<file path="src/rtl/core/soe_pkg.sv">
// Shared types and constants of the shutter OOK pulse encoder.
`timescale 1ns / 1ps
package soe_pkg;

  localparam int unsigned CfgW    = 39;
  localparam int unsigned CfgIdxW = 4;
  localparam int unsigned IdxW    = 3;
  localparam int unsigned DirW    = 2;
  localparam int unsigned TickW   = 14;

  // Configuration register indexes
  localparam logic [CfgIdxW-1:0] CfgCodeA    = 4'd0;
  localparam logic [CfgIdxW-1:0] CfgCodeB    = 4'd1;
  localparam logic [CfgIdxW-1:0] CfgCodeC    = 4'd2;
  localparam logic [CfgIdxW-1:0] CfgCodeD    = 4'd3;
  localparam logic [CfgIdxW-1:0] CfgCmdMask  = 4'd4;
  localparam logic [CfgIdxW-1:0] CfgCodeUp   = 4'd5;
  localparam logic [CfgIdxW-1:0] CfgCodeStop = 4'd6;
  localparam logic [CfgIdxW-1:0] CfgCodeDown = 4'd7;

  // Direction codes
  localparam logic [DirW-1:0] DirUp   = 2'd0;
  localparam logic [DirW-1:0] DirStop = 2'd1;
  localparam logic [DirW-1:0] DirDown = 2'd2;
  localparam logic [DirW-1:0] DirBad  = 2'd3;

  // Pulse half lengths in microseconds
  localparam logic [TickW-1:0] PreHigh   = 14'd688;
  localparam logic [TickW-1:0] PreLow    = 14'd10143;
  localparam logic [TickW-1:0] SyncHigh  = 14'd4769;
  localparam logic [TickW-1:0] SyncLow   = 14'd1538;
  localparam logic [TickW-1:0] OneHigh   = 14'd687;
  localparam logic [TickW-1:0] OneLow    = 14'd394;
  localparam logic [TickW-1:0] ZeroHigh  = 14'd328;
  localparam logic [TickW-1:0] ZeroLow   = 14'd756;

  typedef struct packed {
    logic            cmd;
    logic [IdxW-1:0] shutter_index;
    logic [DirW-1:0] direction;
  } in_t;

  typedef struct packed {
    logic tx_level;
    logic busy_res;
    logic rejected;
  } out_t;

endpackage

</file>
<file path="src/rtl/core/soe_regs.sv">
// Configuration registers and frame word composition.
`timescale 1ns / 1ps
module soe_regs #(
  parameter int unsigned FRAME_BITS = 39
) (
  input  logic                     clk_i,
  input  logic                     rst_ni,
  input  logic                     cfg_valid_i,
  input  logic [soe_pkg::CfgIdxW-1:0] cfg_index_i,
  input  logic [soe_pkg::CfgW-1:0] cfg_data_i,
  input  soe_pkg::in_t             in_data_i,
  output logic [FRAME_BITS-1:0]    word_o
);
  import soe_pkg::*;

  logic [CfgW-1:0] shutter_q [4];
  logic [CfgW-1:0] mask_q, up_q, stop_q, down_q;
  logic [CfgW-1:0] base, dir_code, merged;
  logic [CfgW+FRAME_BITS-1:0] merged_ext;

  always_ff @(posedge clk_i or negedge rst_ni) begin
    if (!rst_ni) begin
      for (int i = 0; i < 4; i++) shutter_q[i] <= '0;
      mask_q <= '0;
      up_q   <= '0;
      stop_q <= '0;
      down_q <= '0;
    end else if (cfg_valid_i) begin
      unique case (cfg_index_i) inside
        CfgCodeA, CfgCodeB, CfgCodeC, CfgCodeD: shutter_q[cfg_index_i[1:0]] <= cfg_data_i;
        CfgCmdMask:  mask_q <= cfg_data_i;
        CfgCodeUp:   up_q   <= cfg_data_i;
        CfgCodeStop: stop_q <= cfg_data_i;
        CfgCodeDown: down_q <= cfg_data_i;
        default: ;  // drop writes beyond the register list
      endcase
    end
  end

  always_comb begin
    base = shutter_q[in_data_i.shutter_index[1:0]];
    case (in_data_i.direction)
      DirUp:   dir_code = up_q;
      DirStop: dir_code = stop_q;
      DirDown: dir_code = down_q;
      default: dir_code = '0;
    endcase
    merged     = (base & ~mask_q) | dir_code;
    merged_ext = {{FRAME_BITS{1'b0}}, merged};
    word_o     = merged_ext[FRAME_BITS-1:0];
  end

endmodule

</file>
<file path="src/rtl/core/soe_seq.sv">
// Pulse sequencer: frame segments, bit and repeat counters, microsecond timer.
`timescale 1ns / 1ps
module soe_seq #(
  parameter int unsigned NUM_SHUTTERS = 4,
  parameter int unsigned FRAME_BITS   = 39,
  parameter int unsigned REPEAT_COUNT = 5
) (
  input  logic                  clk_i,
  input  logic                  rst_ni,
  input  logic                  step_i,
  input  soe_pkg::in_t          in_data_i,
  input  logic [FRAME_BITS-1:0] word_i,
  output soe_pkg::out_t         res_o
);
  import soe_pkg::*;

  localparam int unsigned BlW     = $clog2(FRAME_BITS + 1);
  localparam int unsigned BitIdxW = (FRAME_BITS > 1) ? $clog2(FRAME_BITS) : 1;
  localparam int unsigned RepW    = (REPEAT_COUNT > 1) ? $clog2(REPEAT_COUNT) : 1;

  localparam logic [2:0] SegIdle  = 3'd0;
  localparam logic [2:0] SegPre   = 3'd1;
  localparam logic [2:0] SegSync  = 3'd2;
  localparam logic [2:0] SegBits  = 3'd3;
  localparam logic [2:0] SegTrail = 3'd4;

  logic [FRAME_BITS-1:0] frame_q, frame_d;
  logic [BlW-1:0]        bit_left_q, bit_left_d, bl_dec;
  logic [RepW-1:0]       rep_q, rep_d;
  logic [2:0]            seg_q, seg_d;
  logic                  high_q, high_d;
  logic [TickW-1:0]      ticks_q, ticks_d, tick_dec;
  logic                  busy, bad_cmd, cur_bit, next_bit;

  always_comb begin
    frame_d    = frame_q;
    bit_left_d = bit_left_q;
    rep_d      = rep_q;
    seg_d      = seg_q;
    high_d     = high_q;
    ticks_d    = ticks_q;
    res_o      = '0;

    busy     = (seg_q != SegIdle);
    bad_cmd  = (32'(in_data_i.shutter_index) >= NUM_SHUTTERS)
               || (in_data_i.direction == DirBad);
    cur_bit  = frame_q[BitIdxW'(bit_left_q - 1'b1)];
    tick_dec = (ticks_q != '0) ? ticks_q - 1'b1 : '0;
    bl_dec   = (bit_left_q != '0) ? bit_left_q - 1'b1 : '0;
    next_bit = frame_q[BitIdxW'(bl_dec - 1'b1)];

    if (step_i) begin
      if (in_data_i.cmd) begin
        if (busy || bad_cmd) begin
          // Drop the request, keep the pin level
          res_o.rejected = 1'b1;
          res_o.tx_level = busy & high_q;
        end else begin
          frame_d        = word_i;
          bit_left_d     = '0;
          rep_d          = RepW'(REPEAT_COUNT - 1);
          seg_d          = SegPre;
          high_d         = 1'b1;
          ticks_d        = PreHigh;
          res_o.tx_level = 1'b1;
        end
      end else if (busy) begin
        res_o.tx_level = high_q;
        ticks_d        = tick_dec;
        if (tick_dec == '0) begin
          if (high_q) begin
            high_d = 1'b0;
            unique case (seg_q)
              SegSync: ticks_d = SyncLow;
              SegBits: ticks_d = cur_bit ? OneLow : ZeroLow;
              default: ticks_d = PreLow;
            endcase
          end else begin
            high_d = 1'b1;
            unique case (seg_q)
              SegPre: begin
                seg_d   = SegSync;
                ticks_d = SyncHigh;
              end
              SegSync: begin
                seg_d      = SegBits;
                bit_left_d = BlW'(FRAME_BITS);
                ticks_d    = frame_q[FRAME_BITS-1] ? OneHigh : ZeroHigh;
              end
              SegBits: begin
                bit_left_d = bl_dec;
                if (bl_dec != '0) begin
                  ticks_d = next_bit ? OneHigh : ZeroHigh;
                end else begin
                  seg_d   = SegTrail;
                  ticks_d = PreHigh;
                end
              end
              default: begin
                if (rep_q != '0) begin
                  rep_d   = rep_q - 1'b1;
                  seg_d   = SegPre;
                  ticks_d = PreHigh;
                end else begin
                  seg_d      = SegIdle;
                  high_d     = 1'b0;
                  ticks_d    = '0;
                  bit_left_d = '0;
                end
              end
            endcase
          end
        end
      end
    end
    res_o.busy_res = (seg_d != SegIdle);
  end

  always_ff @(posedge clk_i or negedge rst_ni) begin
    if (!rst_ni) begin
      frame_q    <= '0;
      bit_left_q <= '0;
      rep_q      <= '0;
      seg_q      <= SegIdle;
      high_q     <= 1'b0;
      ticks_q    <= '0;
    end else begin
      frame_q    <= frame_d;
      bit_left_q <= bit_left_d;
      rep_q      <= rep_d;
      seg_q      <= seg_d;
      high_q     <= high_d;
      ticks_q    <= ticks_d;
    end
  end

endmodule

</file>
<file path="src/rtl/core/shutter_ook_pulse_encoder_unit.sv">
// A result is registered and valid in the cycle after its request is accepted.
// Throughput: one request per cycle unless the output stalls; the sequencer state settles in the accept cycle.
// The output register frees in the cycle it is taken, so requests flow back to back.
// Reset: asynchronous, clears the configuration registers to zero and the
// sequencer to idle; no clearing pass, requests are taken right after reset.
`timescale 1ns / 1ps
module shutter_ook_pulse_encoder_unit #(
  parameter int unsigned NUM_SHUTTERS = 4,
  parameter int unsigned FRAME_BITS   = 39,
  parameter int unsigned REPEAT_COUNT = 5
) (
  input  logic                        clk_i,
  input  logic                        rst_ni,
  input  logic                        in_valid_i,
  output logic                        in_ready_o,
  input  soe_pkg::in_t                in_data_i,
  output logic                        out_valid_o,
  input  logic                        out_ready_i,
  output soe_pkg::out_t               out_data_o,
  input  logic                        cfg_valid_i,
  output logic                        cfg_ready_o,
  input  logic [soe_pkg::CfgIdxW-1:0] cfg_index_i,
  input  logic [soe_pkg::CfgW-1:0]    cfg_data_i
);
  import soe_pkg::*;

  logic                  accept;
  logic [FRAME_BITS-1:0] word;
  out_t                  res;
  logic                  out_valid_q;
  out_t                  out_data_q;

  assign in_ready_o  = !out_valid_q || out_ready_i;
  assign accept      = in_valid_i && in_ready_o;
  assign cfg_ready_o = 1'b1;

  soe_regs #(
    .FRAME_BITS(FRAME_BITS)
  ) u_regs (
    .clk_i      (clk_i),
    .rst_ni     (rst_ni),
    .cfg_valid_i(cfg_valid_i),
    .cfg_index_i(cfg_index_i),
    .cfg_data_i (cfg_data_i),
    .in_data_i  (in_data_i),
    .word_o     (word)
  );

  soe_seq #(
    .NUM_SHUTTERS(NUM_SHUTTERS),
    .FRAME_BITS  (FRAME_BITS),
    .REPEAT_COUNT(REPEAT_COUNT)
  ) u_seq (
    .clk_i    (clk_i),
    .rst_ni   (rst_ni),
    .step_i   (accept),
    .in_data_i(in_data_i),
    .word_i   (word),
    .res_o    (res)
  );

  always_ff @(posedge clk_i or negedge rst_ni) begin
    if (!rst_ni) begin
      out_valid_q <= 1'b0;
    end else if (accept) begin
      out_valid_q <= 1'b1;
    end else if (out_ready_i) begin
      out_valid_q <= 1'b0;
    end
  end

  always_ff @(posedge clk_i) begin
    if (accept) begin
      out_data_q <= res;
    end
  end

  assign out_valid_o = out_valid_q;
  assign out_data_o  = out_data_q;

endmodule

</file>
<file path="config.mk">
export PLATFORM = sky130hd
export DESIGN_NAME = shutter_ook_pulse_encoder_unit
export DESIGN_NICKNAME = d
export VERILOG_FILES = /design/src/rtl/core/soe_pkg.sv /design/src/rtl/core/soe_regs.sv /design/src/rtl/core/soe_seq.sv /design/src/rtl/core/shutter_ook_pulse_encoder_unit.sv
export SDC_FILE = /design/constraint.sdc
export NUM_CORES = 1
export LEC_CHECK = 0
export ABC_AREA = 0
export BUFFER_PORTS_ARGS = -buffer_cell sky130_fd_sc_hd__buf_2
export CORE_ASPECT_RATIO = 1.2
export CORE_MARGIN = 8
export CORE_UTILIZATION = 50
export DETAILED_ROUTE_END_ITERATION = 12
export PLACE_DENSITY = 0.66
export SLEW_MARGIN = 25
export SYNTH_ARGS = -nofsm -noshare
export SYNTH_HDL_FRONTEND = slang
export SYNTH_HIERARCHICAL = 1
export SYNTH_SLANG_ARGS = --single-unit
</file>
<file path="constraint.sdc">
create_clock -name clk_i -period 5.8 [get_ports clk_i]
set_input_delay 0.29 -clock clk_i [delete_from_list [all_inputs] [get_ports clk_i]]
set_output_delay 0.29 -clock clk_i [all_outputs]
set_load 0.02 [all_outputs]
</file>
Word-level counts from Yosys, hierarchy flattened
Cells that the tools add are included.

$add $sub $neg: 4. Muxes and demuxes: 61. Equal/unequal tests: 18. Bitwise operators: 7. Reductions and logical operators: 31. Order comparisons: 6.

Operators with widths (count): bitwise mux 156 bit (1); two-way mux 39 bit (3); one-hot mux 39 bit (3 select lines) (1); two-way mux 14 bit (7); binary-select mux 39 bit (select 2 bit) (1); demux 39 bit (select 2 bit) (1); two-way mux 3 bit (14); two-way mux 6 bit (7); one-hot mux 14 bit (3 select lines) (1); two-way mux 10 bit (4); AND 39 bit (1); inverter 39 bit (1); OR 39 bit (1); one-hot mux 14 bit (2 select lines) (1); one-hot mux 6 bit (3 select lines) (1); equality test 4 x 3 -> 1 bit (second input constant) (4); two-way mux 1 bit (16); zero test 14 bit (1); less-than comparator 6 x 7 -> 1 bit (second input constant) (2); AND reduction 7 bit (2); nonzero test 14 bit (1); subtractor 14 x 1 -> 14 bit (second input constant) (1); binary-select mux 1 bit (select 6 bit) (2); nonzero test 6 bit (2); 29 further kinds (51).

Input bits: 54. Word-level logic and storage cells: 145. Register bits after elaboration: 382. Output and inout port bits: 6.

Longest topological paths before layout
Gate-level depths: netlist (run 1).

Word-level depth: 12. Depth in mapped cells: 18. Gate-level depth less buffers: 14.

By module
The synthesis (run 1) kept the hierarchy.

By module, submodules not included: soe_regs (sequential area each 7807.5 um^2, instances 1, cells each 885, area an instance 13668.1 um^2); soe_seq (sequential area each 1651.6 um^2, instances 1, cells each 550, area an instance 5141.2 um^2); shutter_ook_pulse_encoder_unit (sequential area each 115.1 um^2, instances 1, cells each 9, area an instance 155.1 um^2).

Worst setup path before layout (run 1)
OpenSTA, ideal clock, no wires.

Path type: register to register. Start point: reg u_seq.bit_left_q[0]. End point: reg u_seq.ticks_q[9]. Data arrival time: 3732 ps. Data required time: 5658 ps. Path slack: 1926 ps. Cell stages (with the launch flop): 18. Period minus slack after synthesis: 3874 ps. Buffers on the path: 5. Setup time: 142 ps. Cells stage by stage: dfrtp_1 -> buf_2 -> buf_2 -> inv_1 -> ha_1 -> nor2b_1 -> buf_2 -> a21oi_4 -> inv_2 -> ha_1 -> clkbuf_1 -> clkbuf_1 -> mux2i_1 -> a211oi_1 -> a311oi_1 -> o211ai_2 -> a31oi_2 -> a41oi_2.

Word-level cells in the longest chain between the ends: 12. Elaborated cells between the ends (all ways): 18. Those cells by class: add/sub: 2; mux: 14; reduce/logical: 2.

RTL lines: start: declaration (RTL line soe_seq.sv:28) `logic [BlW-1:0] bit_left_q, bit_left_d, bl_dec;`; start signal: assignment (RTL line soe_seq.sv:129) `bit_left_q <= bit_left_d;`; subtractor 6 x 1 -> 6 bit / nonzero test 6 bit (equally long branches) (RTL line soe_seq.sv:47, soe_seq.sv:49); two-way mux 6 bit (RTL line soe_seq.sv:49) `bl_dec = (bit_left_q != '0) ? bit_left_q - 1'b1 : '0;`; subtractor 6 x 1 -> 6 bit (RTL line soe_seq.sv:50) `next_bit = frame_q[BitIdxW'(bl_dec - 1'b1)];`; binary-select mux 1 bit (select 6 bit) (RTL line soe_seq.sv:50); two-way mux 1 bit (implied by the code) (RTL line soe_seq.sv:50); two-way mux 10 bit (RTL line soe_seq.sv:93) `ticks_d = next_bit ? OneHigh : ZeroHigh;`; two-way mux 14 bit (RTL line soe_seq.sv:92) `if (bl_dec != '0) begin`; one-hot mux 14 bit (3 select lines) (RTL line soe_seq.sv:80) `unique case (seg_q)`; two-way mux 14 bit (*) (RTL line soe_seq.sv:71) `if (high_q) begin`; two-way mux 14 bit (*) (RTL line soe_seq.sv:70) `if (tick_dec == '0) begin`; two-way mux 14 bit (*) (RTL line soe_seq.sv:67) `end else if (busy) begin`; two-way mux 14 bit (*) (RTL line soe_seq.sv:53) `if (in_data_i.cmd) begin`; end signal: assignment (RTL line soe_seq.sv:133) `ticks_q <= ticks_d;`; end: declaration (RTL line soe_seq.sv:32) `logic [TickW-1:0] ticks_q, ticks_d, tick_dec;`.

Mark *: on every way between the ends. The rest lies on a longest branch, timed or not. The select of a mux whose other input is x is not followed. A chain may end at the register's enable or synchronous reset.

Worst setup path in the final report (run 1)
Start point: reg u_seq.bit_left_q[0]. End point: reg u_seq.ticks_q[6].

The elaborated chain is that of the path after synthesis.

==> results by group, run 1 <==
Power
  • Total power divided by cell area: 358 nW/um^2
  • Leakage: 9.17 nW
  • Power, Total: 0.00751 W
  • VDD IR-drop max: 0.261 mV

STA
  • Final Hold Slack: 0.0374 ns
  • FMAX: 198 MHz
  • Slew of the pin with the lowest slew margin: 1.01 ns
  • Relative slew slack: 32.6%
  • # setup viols final: 0
  • Tmin final: 5.06 ns
  • Worst Clk Skew: 0.0136 ns
  • Fin crit share: 87.2%
  • Sum Neg Setup Slack: 0 ns
  • Final Hold Viols: 0
  • RSZ-0062 raised after global routing: no
  • Slew Viols, Final: 0

Logic synthesis
  • Post-synth top cells: dfrtp_1 (379), mux2_2 (348), nand2_1 (76), inv_1 (56), mux2i_1 (54)
  • Top FF cell, synth: dfrtp_1
  • Synth unique cells: 89
  • Post-Syn Instances: 1444
  • Multiplexer share of the synthesized area: 30.5%
  • Count leader, synth: dfrtp_1
  • Seq/Total Area, Yosys: 50.5%
  • EDFF count, synth: 3
  • Yosys warns: 6
  • Seq cells post-synth: 382
  • Post-synth ARST share: 99.2%
  • Largest family of logic cells by synthesized area: multiplexers
  • Simple-gate portion of the synthesized area: 6.31%
  • Largest cells by area after synthesis: dfrtp_1 (50%), mux2_2 (21%), mux4_2 (5.9%)
  • Mapped Nets: 1506
  • Yosys top cell area share: 50.0%
  • Synth Area in Adders: 0.528%
  • Synth Area in Compound Gates: 7.76%
  • Synthesized cell area: 19000 um^2
  • Cell accounting for the most synthesized area: dfrtp_1
  • XOR/XNOR share of the synthesized area: 0.554%
  • Syn_area_per_cell: 13.1 um^2

Routing
  • Avg WL per Cell: 21.6 um
  • # DRC: 0
  • 1st-iter DRT viols: 728
  • Vias per cell: 5.98
  • Iteration count of the initial detailed-routing pass: 5
  • Final WL: 42700 um
  • Remaining antenna violation count after routing: 0
  • Vias: 11861

Final layout
  • Layout cells sized above 1: 39.5%
  • Area Overhead vs Synth: 10.7%
  • # nets final: 1534
  • Ant. Diodes: 0
  • Fin util: 55.9%

Floorplanning
  • IO Count: 60
  • Row cnt: 78
  • Die height: 229 um
  • Core Area: 37600 um^2
  • DIE AREA: 44400 um^2
  • Die W: 194 um
  • Initial Util: 50.5%

Clocking
  • H-tree levels: 2
  • CTS tree: done
  • CTS Buffer Depth: 3
  • CTS sink count: 382
  • Total CTS buffers: 40
  • CTS resizes: 0
  • Clock root buffer: clkbuf_16
  • Worst-Skew Late Latency: 0.54 ns
  • Clock transition at the registers of the reported paths: 0.06 ns

Setup path
  • FF-to-FF End: u_seq/ticks_q[6]$_DFFE_PN0P_
  • CP Capture Type: register
  • Worst R2R Setup Slack: 0.74 ns
  • Crit Path Max Fanout: 20
  • CP Data Arrival Time: 5.45 ns
  • Crit start category: register
  • Critical Path RT: 6.19 ns
  • R2r startpoint: u_seq/bit_left_q[0]$_DFFE_PN0P_
  • Critical path type: register to register
  • Worst Reg-to-Reg Cells: 14

Place
  • Final HPWL DP: 26600 um
  • Port-buffer cells: 58
  • RD Place Congestion: 0.851

Worst hold path
  • Worst Hold Endpoint: out_valid_o$_DFFE_PN0P_
  • Hold Crit Class: input pin to register
  • Hold path start: out_ready_i
  • WHS Path Cells: 3

Global routing
  • Initial antenna violation count: 2
  • Largest net degree at the start of global routing: 183
  • First-pass GRT wire length: 70700 um
  • Busiest grt layer: met2
  • Met2 usage: 32.2%
  • Total gr overflow: 0
  • M3 GR Usage: 2.95%
  • GR Util met1: 25.9%
  • GRT Total Usage: 19.4%
  • Vias in the first global route: 12834

Outcome
  • Outcome: completed

Flow run
  • Max Cap Viol: 0
## layer usage
| metal | vias up | part of all wire [%] |
|---|---|---|
| li1 | 5400 | - |
| met1 | 6152 | 45 |
| met2 | 227 | 49 |
| met3 | 78 | 3.9 |
| met4 | 4 | 2.6 |
| met5 | - | 0.054 |
## metrics by stage
step	setup WS, ns	area [um^2]	cells
after floorplan	1.93	19000	1444
after global placement	0.898	19600	1907
after detailed placement	0.782	19600	1907
after CTS	0.753	21000	1981
after global routing	0.335	21000	1982
final	0.744	21000	1982
## flip-flops by register name (all words and copies together) (netlist names)
register	count
u_seq/frame_q	39
u_seq/high_q	1
u_regs/stop_q	39
u_seq/seg_q	3
u_regs/down_q	39
out_valid_o	1
out_data_o	3
u_regs/up_q	39
u_seq/rep_q	3
u_seq/ticks_q	14
u_regs/mask_q	39
u_seq/bit_left_q	6
u_regs/shutter_q	156
## placed cells by master, fill, tap and decap left out, drive strengths merged, types with 11 or more instances in the layout
cell,count
mux2i,54
nor2,51
o221ai,40
a21oi,27
inv,59
nand2,76
buf,79
a31oi,11
dfrtp,379
mux2,358
a211oi,12
o21ai,32
clkbuf,62
mux4,52
nor3,20
## final cells by class
class | instances | area, um^2
clock buffer | 62 | 1300
clock inverter | 10 | 91.3
fill | 3090 | 16600
inverter | 58 | 218
multi-input combinational | 909 | 8700
sequential | 382 | 9570
tap | 480 | 601
timing repair buffer | 81 | 510
## where the power goes
group | leakage, nW | switching [W] | internal [W]
combinational | 3.74 | 0.000577 | 0.000762
clock | 0.687 | 0.00103 | 0.00158
sequential | 4.74 | 0.000329 | 0.00322
## worst max-delay path by stage
stage               slack (ns)                             from                      endpoint  depth (start not counted)
global placement          0.90  u_seq/bit_left_q[0]$_DFFE_PN0P_  u_seq/ticks_q[6]$_DFFE_PN0P_                         14
finish                    0.74  u_seq/bit_left_q[0]$_DFFE_PN0P_  u_seq/ticks_q[6]$_DFFE_PN0P_                         14
detailed placement        0.78  u_seq/bit_left_q[0]$_DFFE_PN0P_  u_seq/ticks_q[6]$_DFFE_PN0P_                         14
CTS                       0.75  u_seq/bit_left_q[0]$_DFFE_PN0P_  u_seq/ticks_q[6]$_DFFE_PN0P_                         14
global route              0.33  u_seq/bit_left_q[0]$_DFFE_PN0P_  u_seq/ticks_q[6]$_DFFE_PN0P_                         14
floorplan                 1.93  u_seq/bit_left_q[0]$_DFFE_PN0P_  u_seq/ticks_q[9]$_DFFE_PN0P_                         17
## critical path, stage by stage, from the launching register on
cell and delay (ns):
dfrtp_1 0.37, inv_1 0.23, ha_1 0.28, nor2b_1 0.57
nand2_1 0.39, nand2_1 0.23, ha_1 0.61, clkinv_1 0.49
mux4_2 0.41, a221oi_2 0.22, nor3_1 0.08, a311o_1 0.34
o211ai_2 0.31, o21a_1 0.23, o221ai_1 0.13
## kinds of logic after synthesis
logic type	after synthesis
multiplexers	464
flip-flops	382
AND/OR/NAND/NOR	229
AO/OA/AOI/OAI	195
buffers and inverters	153
XOR/XNOR	12
adder cells (fa/ha/maj)	8
other	1
## what timing repair did
item                                    4_1_cts  5_1_grt
buffers inserted                              0        0
hold buffers                                  2        0
hold endpoints to repair                    107        0
endpoints found under the setup margin        0        0
Power figures use the tool's default switching activity.
==> run 2, diff against run 1 <==
CTS_BUF_LIST = sky130_fd_sc_hd__clkbuf_4 sky130_fd_sc_hd__clkbuf_8 sky130_fd_sc_hd__clkbuf_16   (was not set)
==> results by group, run 2 (synthesis results as in run 1) <==
Floorplanning
  • Row cnt: 78 (unchanged)
  • Initial Util: 50.5% (unchanged)
  • IO Count: 60 (unchanged)
  • Die W: 194 um (unchanged)
  • DIE AREA: 44400 um^2 (unchanged)
  • Die height: 229 um (unchanged)
  • Core Area: 37600 um^2 (unchanged)

STA
  • Tmin final: 5.09 ns (+0.0390 ns)
  • Slew Viols, Final: 0 (unchanged)
  • RSZ-0062 raised after global routing: no
  • # setup viols final: 0 (unchanged)
  • Sum Neg Setup Slack: 0 ns (unchanged)
  • Relative slew slack: 33.0% (+0.41 points)
  • Final Hold Viols: 0 (unchanged)
  • Fin crit share: 87.8% (+0.67 points)
  • FMAX: 196 MHz (-0.77%)
  • Worst Clk Skew: 0.0127 ns (-0.000835 ns)
  • Slew of the pin with the lowest slew margin: 1.00 ns (-0.00614 ns)

Final layout
  • # nets final: 1534 (unchanged)
  • Max reg flops: 156 (unchanged)
  • Ant. Diodes: 0 (unchanged)
  • Commonest non-fill, non-tap cell in the layout: dfrtp_1
  • Number of fill cells in the layout: 3085 (-0.16%)
  • Final instance area: 21000 um^2 (about the same)
  • Layout cells sized above 1: 39.7% (+0.20 points)
  • Area Overhead vs Synth: 10.7% (about the same)
  • Most frequent cells in the layout: dfrtp_1 (379), mux2_2 (348), nand2_1 (75), buf_2 (57), inv_1 (56)
  • Register name with the most flops: u_regs/shutter_q

Power
  • Clk pwr share: 35.0% (about the same)
  • Sw power: 0.00195 W (+0.24%)
  • VDD IR-drop max: 0.261 mV (+0.11%)
  • Total power divided by cell area: 358 nW/um^2 (+0.20%)
  • Leakage: 9.18 nW (+0.11%)
  • Power, Total: 0.00753 W (+0.25%)
  • Combinational share of power: 17.8% (about the same)
  • Sequential Power Share: 47.2% (about the same)
  • Cell Int Power: 0.00558 W (+0.25%)
  • Switching Share: 25.8% (about the same)

Clocking
  • CTS sink count: 382 (unchanged)
  • CTS resizes: 0 (unchanged)
  • CTS tree: done
  • Total CTS buffers: 40 (unchanged)
  • Clock root buffer: clkbuf_16
  • H-tree levels: 2 (unchanged)
  • Worst-Skew Late Latency: 0.54 ns (about the same)
  • CTS Buffer Depth: 3 (unchanged)
  • Clock transition at the registers of the reported paths: 0.06 ns (about the same)

Outcome
  • Outcome: completed

Global routing
  • GRT Total Usage: 19.4% (about the same)
  • Total gr overflow: 0 (unchanged)
  • First-pass GRT wire length: 70800 um (about the same)
  • Initial antenna violation count: 2 (unchanged)
  • Largest net degree at the start of global routing: 183 (unchanged)
  • Vias in the first global route: 12838 (+0.031%)

Setup path
  • CP Capture Type: register
  • Crit Path Max Fanout: 20 (unchanged)
  • Critical path depth in cells: 14 (unchanged)
  • CP Data Arrival Time: 5.49 ns (+0.04 ns)
  • Crit start category: register
  • Critical Path RT: 6.20 ns (about the same)
  • R2r startpoint: u_seq/bit_left_q[0]$_DFFE_PN0P_
  • Worst Reg-to-Reg Cells: 14 (unchanged)
  • CP Buf/Inv Count: 2 (unchanged)
  • Critical-path top delay cell: ha_1
  • Critical path type: register to register
  • Worst path cell trace: inv_1 > ha_1 > nor2b_1 > nand2_1 > nand2_1 > ha_1 > clkinv_1 > mux4_2 > a221oi_2 > nor3_1 > a311o_1 > o211ai_2 > o21a_1 > o221ai_1
  • Crit path largest cell delay: 0.62 ns (about the same)
  • Critical path's top delay family: simple AND/OR/NAND/NOR gates
  • Setup crit start: u_seq/bit_left_q[0]$_DFFE_PN0P_

Routing
  • Avg WL per Cell: 21.6 um (+0.26%)
  • Vias per cell: 6.00 (+0.23%)
  • Remaining antenna violation count after routing: 0 (unchanged)
  • # DRC: 0 (unchanged)
  • Final WL: 42800 um (+0.26%)
  • 1st-iter DRT viols: 755 (+3.7%)
  • Vias: 11888 (+0.23%)
  • Iteration count of the initial detailed-routing pass: 5 (unchanged)

Flow run
  • Max Cap Viol: 0 (unchanged)

Place
  • Final HPWL DP: 26600 um (unchanged)
  • Placed Area: 19600 um^2 (unchanged)
  • RD Place Congestion: 0.851 (unchanged)
  • Port-buffer cells: 58 (unchanged)

Worst hold path
  • Hold Crit Class: input pin to register
  • WHS Path Cells: 3 (unchanged)
  • Hold path start: out_ready_i
## run 2: power by group through the flow
| stage | logic [W] | clock network, W | registers [W] |
|---|---|---|---|
| after floorplan | 0.00110 | 0 | 0.00346 |
| after detailed placement | 0.00135 | 0 | 0.00359 |
| after global placement | 0.00131 | 0 | 0.00356 |
| final | 0.00134 | 0.00263 | 0.00355 |
| after CTS | 0.00136 | 0.00271 | 0.00355 |
| after global routing | 0.00147 | 0.00281 | 0.00363 |
## run 2: through the flow
stage / hold slack (ns) / setup WS (ns) / std cells / util [%]
final: 0.0365 / 0.705 / 1982 / 55.9
after global routing: 0.0322 / 0.335 / 1982 / 55.9
after CTS: 0.0224 / 0.753 / 1981 / 55.8
after detailed placement: 0.403 / 0.782 / 1907 / 52.0
after global placement: 0.388 / 0.898 / 1907 / 52.0
after floorplan: -0.00559 / 1.93 / 1444 / -
## run 2: worst reg2reg max path: stages (launching register included)
cell,delay [ns]
dfrtp_1,0.37
inv_1,0.23
ha_1,0.28
nor2b_1,0.59
nand2_1,0.40
nand2_1,0.23
ha_1,0.62
clkinv_1,0.50
mux4_2,0.41
a221oi_2,0.22
nor3_1,0.08
a311o_1,0.35
o211ai_2,0.31
o21a_1,0.23
o221ai_1,0.13
## run 2: layer usage
metal / wire length (um) / vias up / track usage (%)
met3: 1480 / 74 / 2.92
met1: 19400 / 6191 / 26.0
met5: 23 / - / 0
met4: 1060 / 4 / 6.09
met2: 20900 / 222 / 32.3
li1: - / 5397 / -
## run 2: what timing repair did
item,CTS,global route
hold buffers,2,0
buffers inserted,0,0
hold endpoints to repair,107,0
## run 2: area by class of cell
class                      instances  area [um^2]  share of cell area [%]
sequential                       382         9570                    45.6
timing repair buffer              81          510                    2.43
inverter                          58          218                    1.04
clock inverter                    10         91.3                   0.435
tap                              480          601                    2.86
multi-input combinational        909         8700                    41.4
clock buffer                      62         1310                    6.23
## run 2: path summary, 6_finish.rpt
kind / to / slack (ns)
worst max-delay path: u_seq/ticks_q[6]$_DFFE_PN0P_ / 0.71
worst min-delay path: out_valid_o$_DFFE_PN0P_ / 0.04
worst max register to register: u_seq/ticks_q[6]$_DFFE_PN0P_ / 0.71
worst min register to register: u_regs/shutter_q[46]$_DFFE_PN0P_ / 0.50
max in group asynchronous: u_regs/shutter_q[123]$_DFFE_PN0P_ / 3.98
min in group asynchronous: out_valid_o$_DFFE_PN0P_ / 0.38
